### config.mk
export PLATFORM = sky130hd
export DESIGN_NAME = sync_length_checksum_deframer
export DESIGN_NICKNAME = d
export VERILOG_FILES = /design/src/rtl/core/slcd_pkg.sv /design/src/rtl/core/sync_length_checksum_deframer.sv
export SDC_FILE = /design/constraint.sdc
export NUM_CORES = 1
export LEC_CHECK = 0
export ABC_CLOCK_PERIOD_IN_PS = 4250
export BUFFER_PORTS_ARGS = -buffer_cell sky130_fd_sc_hd__buf_2
export CAP_MARGIN = 10
export CORE_AREA = 3 3 129 131
export CTS_BUF_LIST = sky130_fd_sc_hd__clkbuf_4
export CTS_CLUSTER_DIAMETER = 60
export DETAILED_ROUTE_END_ITERATION = 10
export DIE_AREA = 0 0 132 134
export PLACE_DENSITY_LB_ADDON = 0.12
export SYNTH_ARGS = -nofsm -noshare
export SYNTH_HDL_FRONTEND = slang
export SYNTH_SLANG_ARGS = --single-unit
### constraint.sdc
create_clock -name clk -period 4.25 [get_ports clk]
set_input_delay 0.2125 -clock clk [delete_from_list [all_inputs] [get_ports clk]]
set_output_delay 0.2125 -clock clk [all_outputs]
set_load 0.03 [all_outputs]
### src/rtl/core/slcd_pkg.sv
// Shared constants for the sync/length/checksum deframer.
// No dependencies; used by the core and its checker.
`timescale 1ns / 1ps

package slcd_pkg;

  localparam int unsigned BYTE_W     = 8;
  localparam int unsigned POS_W      = 9;
  localparam int unsigned STATUS_W   = 3;
  localparam int unsigned ADDR_W     = 32;
  localparam int unsigned PORT_W     = 16;
  localparam int unsigned OUT_DATA_W = 80;

  // frame layout
  localparam logic [POS_W-1:0] POS_ADDR_FIRST = 9'd3;
  localparam logic [POS_W-1:0] POS_PORT_HI    = 9'd7;
  localparam logic [POS_W-1:0] POS_PORT_LO    = 9'd8;
  localparam logic [POS_W-1:0] POS_LENGTH     = 9'd9;
  localparam logic [POS_W-1:0] POS_TYPE       = 9'd10;
  localparam logic [POS_W-1:0] HEADER_BYTES   = 9'd11;

  localparam logic [BYTE_W-1:0] SYNC_RESET = 8'd126;

  // result kinds
  localparam logic [STATUS_W-1:0] ST_HEADER   = 3'd0;
  localparam logic [STATUS_W-1:0] ST_BODY     = 3'd1;
  localparam logic [STATUS_W-1:0] ST_ACCEPT   = 3'd2;
  localparam logic [STATUS_W-1:0] ST_SYNC_ERR = 3'd3;
  localparam logic [STATUS_W-1:0] ST_SUM_ERR  = 3'd4;

endpackage

### src/rtl/core/sync_length_checksum_deframer.sv
// Sync/length/checksum frame parser, one byte per word in, one result per word out.
// Depends on slcd_pkg.
`timescale 1ns / 1ps

//  channel | dir | tdata                          | tuser
//  in_     | in  | in_byte[7:0]                   | -
//  out_    | out | body/index/addr/port/type/len  | status[2:0]
//  cfg_    | in  | sync_char[7:0] (write only)    | -
//
// One word per cycle sustained while out_tready stays high; input register, then result register.
// The parser state is updated as a word moves from the input register to the result
// register, so back-to-back words see each other's effect with no bubble.
// rst_n (synchronous) clears both pipeline stages and the frame state, sync_char to 126.
// A stalled result holds both stages; in_tready falls only when both are full.

module sync_length_checksum_deframer (
  input  logic                             clk,
  input  logic                             rst_n,
  input  logic                             in_tvalid,
  output logic                             in_tready,
  input  logic [slcd_pkg::BYTE_W-1:0]      in_tdata,   // [7:0] in_byte
  output logic                             out_tvalid,
  input  logic                             out_tready,
  // [7:0] body_byte, [15:8] body_offset, [47:16] return_address,
  // [63:48] return_port_out, [71:64] message_type, [79:72] body_length
  output logic [slcd_pkg::OUT_DATA_W-1:0]  out_tdata,
  output logic [slcd_pkg::STATUS_W-1:0]    out_tuser,  // [2:0] status
  input  logic                             cfg_we,
  input  logic [slcd_pkg::BYTE_W-1:0]      cfg_wdata   // [7:0] sync_char
);

  logic                            s1_valid_r;
  logic [slcd_pkg::BYTE_W-1:0]     s1_byte_r;
  logic                            s1_adv;

  logic [slcd_pkg::BYTE_W-1:0]     sync_r;
  logic [slcd_pkg::POS_W-1:0]      pos_r,    pos_nxt;
  logic [slcd_pkg::ADDR_W-1:0]     addr_r,   addr_nxt;
  logic [slcd_pkg::PORT_W-1:0]     port_r,   port_nxt;
  logic [slcd_pkg::BYTE_W-1:0]     len_r,    len_nxt;
  logic [slcd_pkg::BYTE_W-1:0]     type_r,   type_nxt;
  logic [slcd_pkg::BYTE_W-1:0]     sum_r,    sum_nxt;

  logic                            out_valid_r;
  logic [slcd_pkg::OUT_DATA_W-1:0] out_data_r, out_data_nxt;
  logic [slcd_pkg::STATUS_W-1:0]   out_stat_r, out_stat_nxt;

  logic [slcd_pkg::POS_W-1:0]      sum_slot;
  logic                            take;
  logic                            clear;
  logic [slcd_pkg::BYTE_W-1:0]     bbyte, bidx;
  logic [slcd_pkg::ADDR_W-1:0]     raddr;
  logic [slcd_pkg::PORT_W-1:0]     rport;
  logic [slcd_pkg::BYTE_W-1:0]     rtype, rlen;

  // stage 1 moves on when the result register is free or being drained
  assign s1_adv    = s1_valid_r && (!out_valid_r || out_tready);
  assign in_tready = !s1_valid_r || s1_adv;

  assign out_tvalid = out_valid_r;
  assign out_tdata  = out_data_r;
  assign out_tuser  = out_stat_r;

  always_comb begin
    sum_slot     = {1'b0, len_r} + slcd_pkg::HEADER_BYTES;
    addr_nxt     = addr_r;
    port_nxt     = port_r;
    len_nxt      = len_r;
    type_nxt     = type_r;
    take         = 1'b1;
    clear        = 1'b0;
    out_stat_nxt = slcd_pkg::ST_HEADER;
    bbyte        = '0;
    bidx         = '0;
    raddr        = '0;
    rport        = '0;
    rtype        = '0;
    rlen         = '0;

    if (pos_r < slcd_pkg::POS_ADDR_FIRST) begin
      if (s1_byte_r != sync_r) begin
        out_stat_nxt = slcd_pkg::ST_SYNC_ERR;
        take         = 1'b0;
        clear        = 1'b1;
      end
    end else if (pos_r < slcd_pkg::POS_PORT_HI) begin
      // big-endian: position 3 lands in the top byte
      case (pos_r[1:0])
        2'd3:    addr_nxt = addr_r | {s1_byte_r, 24'd0};
        2'd0:    addr_nxt = addr_r | {8'd0, s1_byte_r, 16'd0};
        2'd1:    addr_nxt = addr_r | {16'd0, s1_byte_r, 8'd0};
        default: addr_nxt = addr_r | {24'd0, s1_byte_r};
      endcase
    end else if (pos_r == slcd_pkg::POS_PORT_HI) begin
      port_nxt = port_r | {s1_byte_r, 8'd0};
    end else if (pos_r == slcd_pkg::POS_PORT_LO) begin
      port_nxt = port_r | {8'd0, s1_byte_r};
    end else if (pos_r == slcd_pkg::POS_LENGTH) begin
      len_nxt = s1_byte_r;
    end else if (pos_r == slcd_pkg::POS_TYPE) begin
      type_nxt = s1_byte_r;
    end else if (pos_r == sum_slot) begin
      take  = 1'b0;
      clear = 1'b1;
      if (s1_byte_r == sum_r) begin
        out_stat_nxt = slcd_pkg::ST_ACCEPT;
        raddr        = addr_r;
        rport        = port_r;
        rtype        = type_r;
        rlen         = len_r;
      end else begin
        out_stat_nxt = slcd_pkg::ST_SUM_ERR;
      end
    end else if (pos_r < sum_slot) begin
      out_stat_nxt = slcd_pkg::ST_BODY;
      bbyte        = s1_byte_r;
      bidx         = pos_r[slcd_pkg::BYTE_W-1:0] - slcd_pkg::HEADER_BYTES[slcd_pkg::BYTE_W-1:0];
    end else begin
      // beyond the checksum slot: unreachable, treated as a bad checksum
      take         = 1'b0;
      clear        = 1'b1;
      out_stat_nxt = slcd_pkg::ST_SUM_ERR;
    end

    sum_nxt = take ? sum_r + s1_byte_r : sum_r;
    pos_nxt = take ? pos_r + 9'd1 : pos_r;
    if (clear) begin
      pos_nxt  = '0;
      addr_nxt = '0;
      port_nxt = '0;
      len_nxt  = '0;
      type_nxt = '0;
      sum_nxt  = '0;
    end

    out_data_nxt = {rlen, rtype, rport, raddr, bidx, bbyte};
  end

  always_ff @(posedge clk) begin
    if (!rst_n) begin
      s1_valid_r  <= 1'b0;
      out_valid_r <= 1'b0;
      sync_r      <= slcd_pkg::SYNC_RESET;
      pos_r       <= '0;
      addr_r      <= '0;
      port_r      <= '0;
      len_r       <= '0;
      type_r      <= '0;
      sum_r       <= '0;
    end else begin
      if (cfg_we) begin
        sync_r <= cfg_wdata;
      end
      if (in_tvalid && in_tready) begin
        s1_valid_r <= 1'b1;
      end else if (s1_adv) begin
        s1_valid_r <= 1'b0;
      end
      if (s1_adv) begin
        out_valid_r <= 1'b1;
        pos_r       <= pos_nxt;
        addr_r      <= addr_nxt;
        port_r      <= port_nxt;
        len_r       <= len_nxt;
        type_r      <= type_nxt;
        sum_r       <= sum_nxt;
      end else if (out_tready) begin
        out_valid_r <= 1'b0;
      end
    end
  end

  // payload registers, no reset
  always_ff @(posedge clk) begin
    if (in_tvalid && in_tready) begin
      s1_byte_r <= in_tdata;
    end
    if (s1_adv) begin
      out_data_r <= out_data_nxt;
      out_stat_r <= out_stat_nxt;
    end
  end

endmodule

==> results of run 1 <==
## sequential cells by signal, indices dropped and copies added, names as in the netlist, 9 cells and up
signal     count
pos_r          9
out_tdata     80
addr_r        32
port_r        16
## routing by layer
metal  up-vias  global-route usage, %  routed length [µm]
li1       2661                      -                   -
met3         9                  3.751                 687
met1      2599                  26.38                7905
met2       131                  34.89                8814
met4         0                  6.009                 133
met5         -                      0                   0
## cell usage in the layout, fill, tap and decap left out, drive strengths merged, types with 5 or more instances in the layout
cell / instances
clkbuf: 18
mux2i: 8
nor3: 7
and3: 71
inv: 16
nand2: 63
o21ai: 10
edfxtp: 91
nor2: 59
a21boi: 5
buf: 111
ha: 21
clkinv: 7
dlygate4sd3: 19
xor2: 15
o31a: 16
a21oi: 18
a22o: 16
dfxtp: 91
nor2b: 15
nand3: 14
o22ai: 20
xnor2: 18
nand4: 7
## where the power goes
group / leakage (µW) / switching [µW] / internal (µW)
combinational: 0.00181 / 172 / 80.2
sequential: 0.00155 / 37.4 / 1890
clock: 0.000163 / 597 / 423
total: 0.00352 / 806 / 2390
## kinds of logic after synthesis
logic type / share of synthesized area, %
adders and majority gates: 3.676
xor gates and xnor gates: 3.757
muxes: 1.187
buffers and inverters: 3.546
and+or+nand+nor: 17.49
AOI/OAI and AO/OA: 11.14
DFF: 59.21
## synthesized netlist by cell type (3+ instances only)
| library cell | instances |
|---|---|
| nand2_1 | 63 |
| o2111ai_1 | 3 |
| a21boi_0 | 5 |
| xor2_1 | 15 |
| ha_1 | 21 |
| buf_6 | 4 |
| and3_1 | 71 |
| a21oi_1 | 17 |
| clkbuf_1 | 23 |
| dfxtp_1 | 91 |
| o22ai_1 | 20 |
| edfxtp_1 | 91 |
| buf_2 | 13 |
| xnor2_1 | 18 |
| o21ai_0 | 8 |
| nor2b_1 | 14 |
| o21a_1 | 3 |
| inv_1 | 12 |
| nand3_1 | 14 |
| nand4b_1 | 3 |
| o31a_1 | 16 |
| a22o_1 | 16 |
| mux2i_1 | 8 |
| nor3_1 | 5 |
| nand4_1 | 7 |
| nor2_1 | 58 |
## worst max path at each step
stage | start | end | cells after the start
2_1_floorplan | len_r[0]$_SDFFE_PN0P_ | addr_r[15]$_SDFFE_PN0P_ | 14
3_3_place_gp | len_r[0]$_SDFFE_PN0P_ | addr_r[7]$_SDFFE_PN0P_ | 14
3_5_place_dp | len_r[0]$_SDFFE_PN0P_ | addr_r[6]$_SDFFE_PN0P_ | 14
4_1_cts | len_r[0]$_SDFFE_PN0P_ | addr_r[6]$_SDFFE_PN0P_ | 14
5_1_grt | len_r[0]$_SDFFE_PN0P_ | addr_r[6]$_SDFFE_PN0P_ | 14
6_report | len_r[0]$_SDFFE_PN0P_ | addr_r[6]$_SDFFE_PN0P_ | 14
## worst max-delay path: stages, from the launching register on
cell and delay (ps):
dfxtp_1 350, inv_1 110, ha_1 200, inv_1 50, a21oi_1 210, nor2_1 100, xnor2_1 140, ha_1 300
a211oi_1 210, nor2_1 100, a2111oi_4 310, buf_4 240, o21a_2 460, a32o_2 360, a22o_1 170
## layout make-up
cell class	instances	share of cell area, %
Inverter	14	0.6094
Timing Repair Buffer	130	8.617
Clock buffer	18	1.531
Tap cell	216	3.061
Multi-Input combinational cell	434	32.55
Sequential cell	182	51.59
Antenna cell	1	0.02834
Clock inverter	14	2.012
## stage by stage
step / cell area, µm² / std cells / worst slack, ps / utilization (%)
6_report: 8828 / 1009 / 860.9 / 56.19
5_1_grt: 8828 / 1009 / 535.2 / 56.19
4_1_cts: 8826 / 1008 / 862.1 / 56.17
3_3_place_gp: 8323 / 957 / 1041 / 52.97
2_1_floorplan: 7692 / 674 / 1484 / -
3_5_place_dp: 8323 / 957 / 926.9 / 52.97
==> key figures, run 1 <==
Route
  • Via-to-Cell Ratio: about 5.4
  • WL per Instance: between 15 and 20 µm
  • Residual DRC count: 0
  • DR pass1 iterations: 5
  • Via count: roughly 5,400
  • Post-DRT Antenna Nets: 0
  • DRT iter0 DRCs: 406
  • Final wirelength: around 18,000 µm

Logic synthesis
  • Post-synthesis instance area: around 7700 µm²
  • Ys async rst share: 0%
  • Synthesized area per cell: between 10 and 15 µm²
  • Distinct cells, synth: between 60 and 70
  • Syn nets: 717
  • Synth warnings: 0
  • Synth Flop Type: edfxtp_1
  • Share of the synthesized area in the top cell type: between 30% and 40%
  • Post-synth top area cell: edfxtp_1
  • Post-synthesis cell count: 674
  • Synth area leaders: edfxtp_1, dfxtp_1, and3_1
  • Yosys reg bits: around 180
  • Seq/Total Area, Yosys: a little under 60%
  • Post-synth EDFFs: between 90 and 100

Worst setup path
  • R2R setup slack: approximately 860 ps
  • CP Class: flop to flop
  • Crit path DAT: around 4000 ps
  • CP Launch Type: flop
  • RR Endpoint: addr_r[6]$_SDFFE_PN0P_
  • Crit-path max FO: 21
  • Worst Reg-to-Reg Cells: 14
  • Crit end category: flop
  • Worst reg2reg startpoint: len_r[0]$_SDFFE_PN0P_
  • Critical Path RT: ~4800 ps

Global routing
  • GR Util All Layers: a little over 20%
  • First-pass GRT wire length: 28,430 µm
  • Initial antenna violation count: 1
  • Largest net degree at the start of global routing: 68
  • Vias in the first global route: 5,336
  • Total congestion overflow: 0

Clock network
  • CTS-repair resized insts: 0
  • Clock Tree Root: clkbuf_4
  • CTS tree: yes
  • Num CTS Buffers: 17
  • Hold buffers post-CTS: 19
  • Clock slew at reported path FFs: 140 ps
  • Clock Sink Count: between 150 and 200
  • Worst skew pair latency: approximately 560 ps
  • CTS Buffer Depth: 2
  • Post CTS Setup Buffer Count: 0
  • H-tree depth: 4

Finish
  • FILL cells: about 1,400
  • Reg area: 4554 µm²
  • Multi-input logic area: around 2900 µm²
  • Share of cells above drive strength 1: about a fifth
  • Final #Nets: approximately 820
  • Area growth, synth to finish: 14.77%

Floorplanning
  • Die X: between 100 and 150 µm
  • Cell Rows: 46
  • Die area: 17,690 µm²
  • Initial Util: 48.96%
  • Die Y: 134 µm
  • I/O pins: 106
  • Core Area: approximately 16,000 µm²

Timing
  • Tcrit/Tclk final: roughly four fifths
  • Final hold viol count: 0
  • Worst-Margin Slew: 825.0 ps
  • Unrepaired setup endpoints after global routing: no
  • Final Critical Period: between 3000 and 4000 ps
  • Clk_skew: ~19 ps
  • Pins Over Slew Limit: 0
  • TNS Setup: 0 ps
  • Rel. slew slack: between 40% and 50%
  • Final hold slack: 58.37 ps
  • Fmax: roughly 300 MHz
  • Endpoints failing setup: 0

Power
  • Worst VDD drop: between 0.2 and 0.25 mV
  • Pwr Density: about 360 nW/µm²
  • Pleak: about 0.0035 µW
  • Total Power: 3200 µW

Run
  • Max-cap violations: 0

Place
  • RD Place Congestion: ~0.9
  • PortBufs: between 100 and 150
  • Hpwl dp: about 12,000 µm

Run status
  • Status: finished, final reports clean

Hold path
  • Hold Crit Class: input pin to flop
  • Worst Hold Launch: cfg_we
  • Hold path endpoint: sync_r[4]$_SDFFE_PN1P_
  • WHS Path Cells: 3
Power figures use the tool's default switching activity.
==> inputs of run 2 (changes only) <==
--- a/config.mk
+++ b/config.mk
@@ -5,14 +5,15 @@
 export SDC_FILE = /design/constraint.sdc
 export NUM_CORES = 1
 export LEC_CHECK = 0
-export ABC_CLOCK_PERIOD_IN_PS = 4250
+export ABC_AREA = 1
+export ABC_CLOCK_PERIOD_IN_PS = 3100
 export BUFFER_PORTS_ARGS = -buffer_cell sky130_fd_sc_hd__buf_2
 export CAP_MARGIN = 10
-export CORE_AREA = 3 3 129 131
+export CORE_AREA = 3 3 132 134
 export CTS_BUF_LIST = sky130_fd_sc_hd__clkbuf_4
 export CTS_CLUSTER_DIAMETER = 60
 export DETAILED_ROUTE_END_ITERATION = 10
-export DIE_AREA = 0 0 132 134
+export DIE_AREA = 0 0 135 137
 export PLACE_DENSITY_LB_ADDON = 0.12
 export SYNTH_ARGS = -nofsm -noshare
 export SYNTH_HDL_FRONTEND = slang
==> constraint.sdc (replaced) <==
create_clock -name clk -period 3.1 [get_ports clk]
set_input_delay 0.155 -clock clk [delete_from_list [all_inputs] [get_ports clk]]
set_output_delay 0.155 -clock clk [all_outputs]
set_load 0.03 [all_outputs]
==> key figures, run 2 <==
Run status
  • Status: finished, final reports clean

Logic synthesis
  • Synthesized area per cell: 8.947 µm² (-22%)
  • Yosys reg bits: 182 (unchanged)
  • Syn nets: 952 (+33%)
  • Synth Flop Type: edfxtp_1
  • Synth warnings: 0 (unchanged)
  • Distinct cells, synth: 36 (-45%)
  • Post-synth top cells: nor2_1, nand2_1, inv_1
  • Post-synthesis instance area: 8133 µm² (+5.7%)
  • Post-synthesis cell count: 909 (+35%)
  • Synth area leaders: edfxtp_1, dfxtp_1, nor2_1
  • Ys async rst share: 0% (unchanged)
  • Top-count cell post-synth: nor2_1
  • Post-synth EDFFs: 91 (unchanged)
  • Seq/Total Area, Yosys: 56.00% (-3.2 points)
  • Share of the synthesized area in the top cell type: 33.60% (-1.9 points)
  • Post-synth top area cell: edfxtp_1

Floorplanning
  • Die X: 135 µm (+2.3%)
  • Cell Rows: 47 (+2.2%)
  • I/O pins: 106 (unchanged)
  • Die Y: 137 µm (+2.2%)
  • Die area: 18,500 µm² (+4.6%)
  • Initial Util: 49.57% (+0.61 points)
  • Core Area: 16,410 µm² (+4.4%)

Timing
  • Tcrit/Tclk final: 90.70% (+11 points)
  • TNS Setup: 0 ps (unchanged)
  • Pins Over Slew Limit: 0 (unchanged)
  • Final Critical Period: 2812 ps (-577.4 ps)
  • Rel. slew slack: 48.36% (+3.4 points)
  • Fmax: 355.6 MHz (+21%)
  • Worst-Margin Slew: 774.6 ps (-50.37 ps)
  • Final hold viol count: 0 (unchanged)
  • Final worst-path setup slack: 288.2 ps (-572.6 ps)
  • Clk_skew: 19.18 ps (+0.4545 ps)
  • Unrepaired setup endpoints after global routing: no
  • Endpoints failing setup: 0 (unchanged)

Route
  • Met1 wire length: 9172 µm (+16%)
  • DR pass1 iterations: 5 (unchanged)
  • Residual DRC count: 0 (unchanged)
  • Routed length on met2: 8662 µm (-1.7%)
  • WL per Instance: 15.05 µm (-13%)
  • Final wirelength: 19,150 µm (+9.2%)
  • Uppermost layer routed: met4
  • DRT iter0 DRCs: 460 (+13%)
  • Via-to-Cell Ratio: 5.049 (-5.6%)
  • Met3 Routed Length: 890 µm (+30%)
  • Post-DRT Antenna Nets: 0 (unchanged)
  • Via count: 6,428 (+19%)

Place
  • Hpwl dp: 12,790 µm (+8.4%)
  • RD Place Congestion: 0.8758 (-2.4%)
  • Place WS: 43.76 ps (-883.2 ps)
  • PortBufs: 105 (unchanged)

Clock network
  • CTS tree: yes
  • H-tree depth: 4 (unchanged)
  • Clock slew at reported path FFs: 140 ps (about the same)
  • Clock Sink Count: 182 (unchanged)
  • Clock Tree Root: clkbuf_4
  • CTS Buffer Depth: 2 (unchanged)
  • Num CTS Buffers: 17 (unchanged)
  • Worst skew pair latency: 600 ps (+40 ps)

Finish
  • Max reg flops: 80 (unchanged)
  • Commonest non-fill, non-tap cells in the layout: nor2_1, nand2_1, buf_2
  • Area growth, synth to finish: 16.75%
  • Share of cells above drive strength 1: 18.46% (-1.7 points)
  • Final #Nets: 1,081 (+32%)
  • Commonest non-fill, non-tap cell in the layout: nor2_1

Hold path
  • Hold Crit Class: input pin to flop
  • WHS Path Cells: 4 (+1)

Worst setup path
  • Worst Reg-to-Reg Cells: 15 (+1)
  • Crit end category: flop
  • Crit-path max FO: 28 (+33%)
  • CP Class: flop to flop
  • CP Launch Type: flop
  • Critical Path RT: 3610 ps (-1150 ps)
  • Crit path DAT: 3320 ps (-580 ps)

Run
  • Max-cap violations: 0 (unchanged)

Power
  • Worst VDD drop: 0.2284 mV (+6.9%)
  • Pwr Density: 466.2 nW/µm² (+29%)
  • Pleak: 0.003774 µW (+7.1%)

Global routing
  • Total congestion overflow: 0 (unchanged)
  • Initial antenna violation count: 1 (unchanged)
  • Vias in the first global route: 6,065 (+14%)
  • Largest net degree at the start of global routing: 47 (-31%)
  • GR Util All Layers: 21.61% (+1.3 points)
  • First-pass GRT wire length: 31,120 µm (+9.4%)
==> run 2: cell types whose count changed after synthesis, moves of 16 or more <==
cell,delta
nand2_1,+51
a22o_1,-16
and3_1,-71
o22ai_1,-20
o31a_1,-16
nand3_1,+54
inv_1,+89
o21ai_0,+31
a21oi_1,+49
nor2_1,+109
==> run 2: area by class of cell <==
cell class | count | area (µm²)
repair buffers | 153 | 979.7
fillers | 1491 | 6912
flip-flops and latches | 182 | 4554
inverters | 106 | 399.1
diodes | 2 | 5.005
well taps | 220 | 275.3
clock buffers | 17 | 127.6
clock inverters | 15 | 152.6
multi-input cells | 578 | 3002
==> run 2: worst max-delay path, stage by stage (launching register included) <==
cell and delay, ps:
dfxtp_1 360, inv_1 90, ha_1 230, o21ai_1 200, nand3_1 130, nor2_1 100, nand2_1 60, ha_1 280
a21o_1 160, nor2_1 90, nand3_1 130, nand3_2 170, nand2_8 90, nand2_8 140, nand2_4 210, nor3b_1 270
==> run 2: routing by layer <==
metal  vias to the layer above  global-route usage, %
met5                         -                      0
met4                         0                  7.447
met3                        33                  4.375
met2                       165                  33.19
met1                      2991                  30.73
li1                       3239                      -
==> run 2: final timing paths <==
| path | start | end | slack, ps |
|---|---|---|---|
| worst min-delay path | cfg_we | sync_r[1]$_SDFFE_PN1P_ | 60 |
| worst max register to register | len_r[0]$_SDFFE_PN0P_ | pos_r[6]$_SDFFE_PN0P_ | 290 |
| worst max-delay path | len_r[0]$_SDFFE_PN0P_ | pos_r[6]$_SDFFE_PN0P_ | 290 |
| worst min register to register | port_r[5]$_SDFFE_PN0P_ | port_r[5]$_SDFFE_PN0P_ | 470 |
==> run 2: repair_timing <==
| item | CTS | global route |
|---|---|---|
| hold buffers | 26 | 0 |
| setup buffers | 0 | 1 |
| endpoints found under the setup margin | 0 | 94 |
| resized for setup | 0 | 14 |
| hold endpoints to repair | 18 | 0 |
==> run 2: kinds of logic after synthesis <==
| kind of cell | count (synthesis) | synth area share [%] |
|---|---|---|
| and+or+nand+nor | 397 | 21.49 |
| xor gates and xnor gates | 23 | 2.477 |
| adders and majority gates | 22 | 3.477 |
| AOI/OAI and AO/OA | 136 | 9.000 |
| buffers and inverters | 149 | 7.554 |
| DFF | 182 | 56.00 |
==> run 2: where the power goes <==
part / switching, µW / total [µW] / internal (µW)
logic: 296 / 439 / 143
registers: 52.5 / 2670 / 2610
clock network: 838 / 1320 / 483
==> run 2: per-stage QoR <==
| step | cells | total power, µW | util [%] | instance area, µm² | hold slack (ps) |
|---|---|---|---|---|---|
| 2_1_floorplan | 909 | 3002 | - | 8134 | 253.9 |
| 3_3_place_gp | 1212 | 3125 | 54.19 | 8891 | 331.5 |
| 3_5_place_dp | 1212 | 3128 | 54.19 | 8891 | 333.1 |
| 4_1_cts | 1270 | 4452 | 57.48 | 9432 | 14.76 |
| 5_1_grt | 1273 | 4607 | 57.87 | 9495 | 91.19 |
| 6_report | 1273 | 4427 | 57.87 | 9495 | 64.19 |
